[config.mk]
export PLATFORM = sky130hd
export DESIGN_NAME = tss_setup
export DESIGN_NICKNAME = d
export VERILOG_FILES = /design/src/rtl/core/tss_pkg.sv /design/src/rtl/core/tss_setup.sv
export SDC_FILE = /design/constraint.sdc
export NUM_CORES = 2
export LEC_CHECK = 0
export BUFFER_PORTS_ARGS = -buffer_cell sky130_fd_sc_hd__buf_2
export CAP_MARGIN = 20
export CELL_PAD_IN_SITES_DETAIL_PLACEMENT = 1
export CELL_PAD_IN_SITES_GLOBAL_PLACEMENT = 1
export CORE_MARGIN = 1.5
export CORE_UTILIZATION = 38
export CTS_CLUSTER_SIZE = 12
export DETAILED_ROUTE_END_ITERATION = 6
export GPL_ROUTABILITY_DRIVEN = 0
export HOLD_SLACK_MARGIN = 0.08
export PLACE_DENSITY_LB_ADDON = 0.1
export SYNTH_ARGS = -nofsm -noshare
export SYNTH_HDL_FRONTEND = slang
export SYNTH_SLANG_ARGS = --single-unit
[constraint.sdc]
create_clock -name clk -period 11.85 [get_ports clk]
set_clock_uncertainty 0.05 [all_clocks]
set_input_delay 2.9625 -clock clk [delete_from_list [all_inputs] [get_ports clk]]
set_output_delay 2.9625 -clock clk [all_outputs]
set_load 0.02 [all_outputs]
[src/rtl/core/tss_pkg.sv]
// Shared types, constants and arithmetic helpers for the triangle scanline span pipeline.
package tss_pkg;

  // Coordinate width of every vertex, row and span field.
  localparam int CoordBits = 12;

  typedef logic signed [CoordBits-1:0] coord_t;
  typedef logic        [CoordBits-1:0] ucoord_t;
  typedef logic signed [CoordBits:0]   delta_t;
  typedef logic signed [2*CoordBits+1:0] prod_t;

  // Input item: three vertices and the row offset.
  typedef struct packed {
    coord_t  vertex0_x;
    coord_t  vertex0_y;
    coord_t  vertex1_x;
    coord_t  vertex1_y;
    coord_t  vertex2_x;
    coord_t  vertex2_y;
    ucoord_t row_index;
  } req_t;

  // Result item: the span of one row.
  typedef struct packed {
    logic    span_valid;
    coord_t  span_y;
    coord_t  span_left;
    coord_t  span_right;
    ucoord_t row_count;
  } rsp_t;

  typedef struct packed {
    coord_t x;
    coord_t y;
  } vtx_t;

  // Vertices after sorting by ascending y.
  typedef struct packed {
    vtx_t    top;
    vtx_t    mid;
    vtx_t    bot;
    ucoord_t row;
  } sorted_t;

  // Fields that ride along with an item to the end of the pipeline.
  typedef struct packed {
    logic    valid;
    coord_t  y;
    ucoord_t row_count;
  } info_t;

  // One edge before the multiply.
  typedef struct packed {
    coord_t  start;
    delta_t  delta;
    ucoord_t num;
    ucoord_t h;
  } edge_setup_t;

  typedef struct packed {
    info_t       info;
    edge_setup_t edge_a;
    edge_setup_t edge_b;
  } setup_item_t;

  // One edge after the multiply.
  typedef struct packed {
    coord_t  start;
    prod_t   prod;
    ucoord_t h;
  } edge_prod_t;

  typedef struct packed {
    info_t      info;
    edge_prod_t edge_a;
    edge_prod_t edge_b;
  } prod_item_t;

  // One edge inside the divider: partial remainder r, and l which holds the
  // unused dividend bits on top and the quotient bits shifted in below.
  typedef struct packed {
    coord_t  start;
    logic    neg;
    ucoord_t h;
    ucoord_t r;
    ucoord_t l;
  } edge_div_t;

  typedef struct packed {
    info_t     info;
    edge_div_t edge_a;
    edge_div_t edge_b;
  } div_item_t;

  // Both edge x values of one row.
  typedef struct packed {
    info_t  info;
    coord_t ax;
    coord_t bx;
  } xs_item_t;

  // Sign extension by one bit.
  function automatic delta_t ext1(input coord_t v);
    return {v[CoordBits-1], v};
  endfunction

  // One restoring division step: produces one quotient bit.
  function automatic edge_div_t div_step(input edge_div_t e);
    logic [CoordBits:0] trial;
    logic [CoordBits:0] diff;
    edge_div_t          n;
    n     = e;
    trial = {e.r, e.l[CoordBits-1]};
    diff  = trial - {1'b0, e.h};
    if (trial >= {1'b0, e.h}) begin
      n.r = diff[CoordBits-1:0];
      n.l = {e.l[CoordBits-2:0], 1'b1};
    end else begin
      n.r = trial[CoordBits-1:0];
      n.l = {e.l[CoordBits-2:0], 1'b0};
    end
    return n;
  endfunction

endpackage

[src/rtl/core/tss_setup.sv]
// Front of the pipeline: vertex sort, edge setup, multiply and sign split.
module tss_setup (
  input  logic               clk,
  input  logic               rst,
  input  logic               up_valid,
  output logic               up_stall,
  input  tss_pkg::req_t      up_item,
  output logic               dn_valid,
  input  logic               dn_stall,
  output tss_pkg::div_item_t dn_item
);
  import tss_pkg::*;

  // Stage registers and their valid bits.
  sorted_t     sorted;
  logic        sorted_valid;
  setup_item_t edges;
  logic        edges_valid;
  prod_item_t  prods;
  logic        prods_valid;
  div_item_t   split;
  logic        split_valid;

  logic sorted_hold, edges_hold, prods_hold, split_hold;

  sorted_t     sorted_next;
  setup_item_t edges_next;
  prod_item_t  prods_next;
  div_item_t   split_next;

  // A stage holds only when it carries an item and the next one holds.
  assign split_hold  = split_valid && dn_stall;
  assign prods_hold  = prods_valid && split_hold;
  assign edges_hold  = edges_valid && prods_hold;
  assign sorted_hold = sorted_valid && edges_hold;
  assign up_stall    = sorted_hold;
  assign dn_valid    = split_valid;
  assign dn_item     = split;

  // Three compare-and-swap steps; a swap happens only on a strictly greater y.
  vtx_t v0, v1, v2, t01, t02, t12;
  always_comb begin
    v0 = '{x: up_item.vertex0_x, y: up_item.vertex0_y};
    v1 = '{x: up_item.vertex1_x, y: up_item.vertex1_y};
    v2 = '{x: up_item.vertex2_x, y: up_item.vertex2_y};
    t01 = v0;
    t12 = v1;
    if (v0.y > v1.y) begin
      t01 = v1;
      t12 = v0;
    end
    t02 = v2;
    sorted_next.top = t01;
    if (t01.y > v2.y) begin
      sorted_next.top = v2;
      t02 = t01;
    end
    sorted_next.mid = t12;
    sorted_next.bot = t02;
    if (t12.y > t02.y) begin
      sorted_next.mid = t02;
      sorted_next.bot = t12;
    end
    sorted_next.row = up_item.row_index;
  end

  // Heights, half selection and both edges to interpolate.
  delta_t  total_w, first_w, rest_w;
  ucoord_t total, first_h, rest_h;
  logic    second;
  always_comb begin
    total_w = ext1(sorted.bot.y) - ext1(sorted.top.y);
    first_w = ext1(sorted.mid.y) - ext1(sorted.top.y);
    rest_w  = ext1(sorted.bot.y) - ext1(sorted.mid.y);
    total   = total_w[CoordBits-1:0];
    first_h = first_w[CoordBits-1:0];
    rest_h  = rest_w[CoordBits-1:0];
    second  = (sorted.row > first_h) || (first_h == '0);

    edges_next.info.valid     = sorted.row < total;
    edges_next.info.y         = coord_t'(sorted.top.y + signed'(sorted.row));
    edges_next.info.row_count = total;

    edges_next.edge_a.start = sorted.top.x;
    edges_next.edge_a.delta = ext1(sorted.bot.x) - ext1(sorted.top.x);
    edges_next.edge_a.num   = sorted.row;
    edges_next.edge_a.h     = total;

    if (second) begin
      edges_next.edge_b.start = sorted.mid.x;
      edges_next.edge_b.delta = ext1(sorted.bot.x) - ext1(sorted.mid.x);
      edges_next.edge_b.num   = sorted.row - first_h;
      edges_next.edge_b.h     = rest_h;
    end else begin
      edges_next.edge_b.start = sorted.top.x;
      edges_next.edge_b.delta = ext1(sorted.mid.x) - ext1(sorted.top.x);
      edges_next.edge_b.num   = sorted.row;
      edges_next.edge_b.h     = first_h;
    end
  end

  // Delta times numerator for both edges.
  always_comb begin
    prods_next.info         = edges.info;
    prods_next.edge_a.start = edges.edge_a.start;
    prods_next.edge_a.h     = edges.edge_a.h;
    prods_next.edge_a.prod  = prod_t'(edges.edge_a.delta) * prod_t'(signed'({1'b0, edges.edge_a.num}));
    prods_next.edge_b.start = edges.edge_b.start;
    prods_next.edge_b.h     = edges.edge_b.h;
    prods_next.edge_b.prod  = prod_t'(edges.edge_b.delta) * prod_t'(signed'({1'b0, edges.edge_b.num}));
  end

  // Split each product into sign and magnitude for the unsigned divider.
  prod_t mag_a, mag_b;
  always_comb begin
    mag_a = prods.edge_a.prod[2*CoordBits+1] ? -prods.edge_a.prod : prods.edge_a.prod;
    mag_b = prods.edge_b.prod[2*CoordBits+1] ? -prods.edge_b.prod : prods.edge_b.prod;
    split_next.info         = prods.info;
    split_next.edge_a.start = prods.edge_a.start;
    split_next.edge_a.neg   = prods.edge_a.prod[2*CoordBits+1];
    split_next.edge_a.h     = prods.edge_a.h;
    split_next.edge_a.r     = mag_a[2*CoordBits-1:CoordBits];
    split_next.edge_a.l     = mag_a[CoordBits-1:0];
    split_next.edge_b.start = prods.edge_b.start;
    split_next.edge_b.neg   = prods.edge_b.prod[2*CoordBits+1];
    split_next.edge_b.h     = prods.edge_b.h;
    split_next.edge_b.r     = mag_b[2*CoordBits-1:CoordBits];
    split_next.edge_b.l     = mag_b[CoordBits-1:0];
  end

  // Valid bits.
  always_ff @(posedge clk) begin
    if (rst) begin
      sorted_valid <= 1'b0;
      edges_valid  <= 1'b0;
      prods_valid  <= 1'b0;
      split_valid  <= 1'b0;
    end else begin
      if (!sorted_hold) sorted_valid <= up_valid;
      if (!edges_hold)  edges_valid  <= sorted_valid;
      if (!prods_hold)  prods_valid  <= edges_valid;
      if (!split_hold)  split_valid  <= prods_valid;
    end
  end

  // Payload registers.
  always_ff @(posedge clk) begin
    if (!sorted_hold) sorted <= sorted_next;
    if (!edges_hold)  edges  <= edges_next;
    if (!prods_hold)  prods  <= prods_next;
    if (!split_hold)  split  <= split_next;
  end

endmodule

==> flow_summary.yaml <==
status:
  outcome: "completed"
final_layout:
  area_delta_synth_final_pct: 11.52
  fillers: 9273
  finalNetCount: 3773
  drive_gt1_share_pct: 11.37
floorplanning:
  fp.dieArea_um2: 88470
  start_util_pct: 38.51
  num_rows: 107
  die-width_um: 297.4
  core_area_um2: 85550
  die_y_um: 297.4
  io_pins: 213
detailed_routing:
  routedWlPerCell_um: 20.03
  vias_per_cell: 5.030
  drt_iter0_markers: 1052
  postRouteAntennaNets: 0
  route.detailed.drc: 0
  dr.pass1.iters: 5
  num_vias: 21720
  drt-total-wl_mm: 86.48
logic_synthesis:
  ys_seq_area_share_pct: 38.25
  postSynthAreaPerCell_um2: 11.23
  ys_async_sr_fraction_pct: 0
  yosysTopAreaCell: "edfxtp_1"
  yosys-top-cells-count: "inv_1, edfxtp_1, fa_1"
  yosysMostFrequentCell: "inv_1"
  synthesis.instances: 2934
  yosysWarnings: 0
  synthFlopType: "edfxtp_1"
  synthTopCellsByArea: "edfxtp_1, fa_1, ha_1, inv_1, and2_1"
  synth_edf_count: 417
  yosysUniqueCellTypes: 70
  ys_seq_elements: 421
  synth_area_um2: 32940
  yosysTopAreaCellShare_pct: 38.01
  synth_nets: 3589
cts:
  cts_made_buffers: 49
  cts-resized-gates: 0
  post_cts_buffers: 0
  cts_tree: "built"
  clock_path_buffers: 3
  clk_pin_slew_worst_paths_ns: 0.06
  ctsHtreeMaxLevel: 2
  cts_hold_buffers: 0
  cts_root_buf: "clkbuf_16"
  clock_sinks: 421
  worstSkewPairLatency_ns: 0.61
critical_path:
  cpPeakStageDelay_ns: 0.86
  cpMaxStageDelayCell: "a31oi_4"
  cp_max_fo: 42
  crit_buf_inv: 4
  critical_path_class: "primary input to register"
  cp.depth: 27
  r2r_slack_ns: 5.10
  startpoint_type: "primary input"
  r2r_start: "edges[63]"
  regToRegEndpoint: "prods[87]"
  worst_setup_path_end_kind: "register"
  reg2regPathDepth: 18
  startpoint: "up_item[41]"
  required_ns: 12.26
  critPathCapture: "sorted[35]"
  cp_data_arrival_time_ns: 10.75
  worst_path_dominant_cell_family: "compound AO/OA/AOI/OAI gates"
timing:
  timing.final.crit_share_pct: 87.21
  fin_tns_setup_ns: 0
  fmax_mhz: 96.76
  hold_viol: 0
  finalSetupViolCount: 0
  period_needed_ns: 10.33
  drv_slew: 0
  rsz0062_at_grt: "false"
  relSlewSlack_pct: 28.49
  max_slew.worst_pin.slew_ns: 1.073
grt:
  grt_pass1_vias: 24130
  overflow: 0
  antenna_found_initial: 27
  grt_max_degree: 81
  grt_pass1_wl_mm: 136.0
  gr-usage-all-layers_pct: 19.81
placed_design:
  port_buffers: 212
  dp_hpwl_mm: 69.70
min_path:
  worst_hold_path_type: "register to register"
  whs_path_depth: 0
job:
  maxCapViolations: 0
## per-stage QoR
step	worst slack [ns]	cells	hold WS (ns)	area [um2]	util, %
global placement	1.359	4211	0.3508	35190	41.13
CTS	1.600	4302	0.3596	36700	42.90
detailed placement	0.9560	4211	0.3551	35190	41.13
global route	1.098	4306	0.3728	36710	42.91
floorplan	2.790	2934	0.3503	32940	-
finish	1.515	4318	0.3649	36740	42.94
## kinds of logic (layout without fill, tap and decap cells)
kind of cell / Yosys count / count (layout) / share of synthesized area (%)
muxes: 106 / 106 / 3.312
and+or+nand+nor: 708 / 708 / 10.94
other: 0 / 16 / 0
adders and majority gates: 567 / 567 / 28.46
DFF: 421 / 421 / 38.25
AOI/OAI and AO/OA: 378 / 378 / 7.775
buffers and inverters: 594 / 818 / 7.000
xor gates and xnor gates: 160 / 160 / 4.254
## area by class of cell
type	instances	area, um2	share of cell area [%]
Antenna cell	16	40.04	0.1090
Inverter	501	1883	5.126
Tap cell	1144	1431	3.896
Clock buffer	60	1267	3.450
Multi-Input combinational cell	1919	18110	49.29
Clock inverter	31	239.0	0.6505
Timing Repair Buffer	226	1166	3.174
Sequential cell	421	12600	34.30
## cells in the final DEF, fill, tap and decap left out, types with 12 or more instances in the layout
| cell type | instances |
|---|---|
| inv_1 | 500 |
| xnor2_1 | 114 |
| o31ai_1 | 17 |
| o21ai_0 | 96 |
| nor3_1 | 32 |
| mux2_1 | 12 |
| nand3_1 | 29 |
| a21o_1 | 34 |
| a21oi_1 | 90 |
| diode_2 | 16 |
| or2_2 | 12 |
| mux2_2 | 12 |
| and3_1 | 12 |
| clkbuf_16 | 49 |
| and2_1 | 181 |
| nor2b_1 | 29 |
| buf_4 | 14 |
| or3_1 | 31 |
| nor2_1 | 83 |
| buf_2 | 212 |
| o221a_2 | 24 |
| clkinv_1 | 14 |
| nand2_1 | 230 |
| fa_1 | 304 |
| edfxtp_1 | 417 |
| xor2_1 | 46 |
| ha_1 | 263 |
| o21a_1 | 21 |
| nand2b_1 | 33 |
| mux2i_1 | 82 |
## sequential cells by signal (all words and copies together), names as in the netlist
name / cells
edges: 111
prods_valid: 1
edges_valid: 1
edges_next: 24
dn_valid: 1
prods: 111
sorted: 60
dn_item: 111
sorted_valid: 1
## worst min path at each step
stage / startpoint / to
final: prods[115] / dn_item[113]
after global routing: edges[91] / prods[93]
after CTS: prods[115] / dn_item[113]
after detailed placement: edges[119] / prods[121]
after global placement: prods[97] / dn_item[95]
after floorplan: prods[112] / dn_item[110]
## per-layer routing
layer | up-vias | GRT usage [%] | share of wire (%)
li1 | 10210 | - | -
met1 | 10930 | 25.41 | 43
met2 | 431 | 33.13 | 47
met3 | 135 | 3.937 | 5.5
met4 | 12 | 7.204 | 3.8
met5 | - | 0 | 0.086
Power is not shown: default switching activity piles up to over one toggle a cycle in this logic, so the estimate is an artifact.
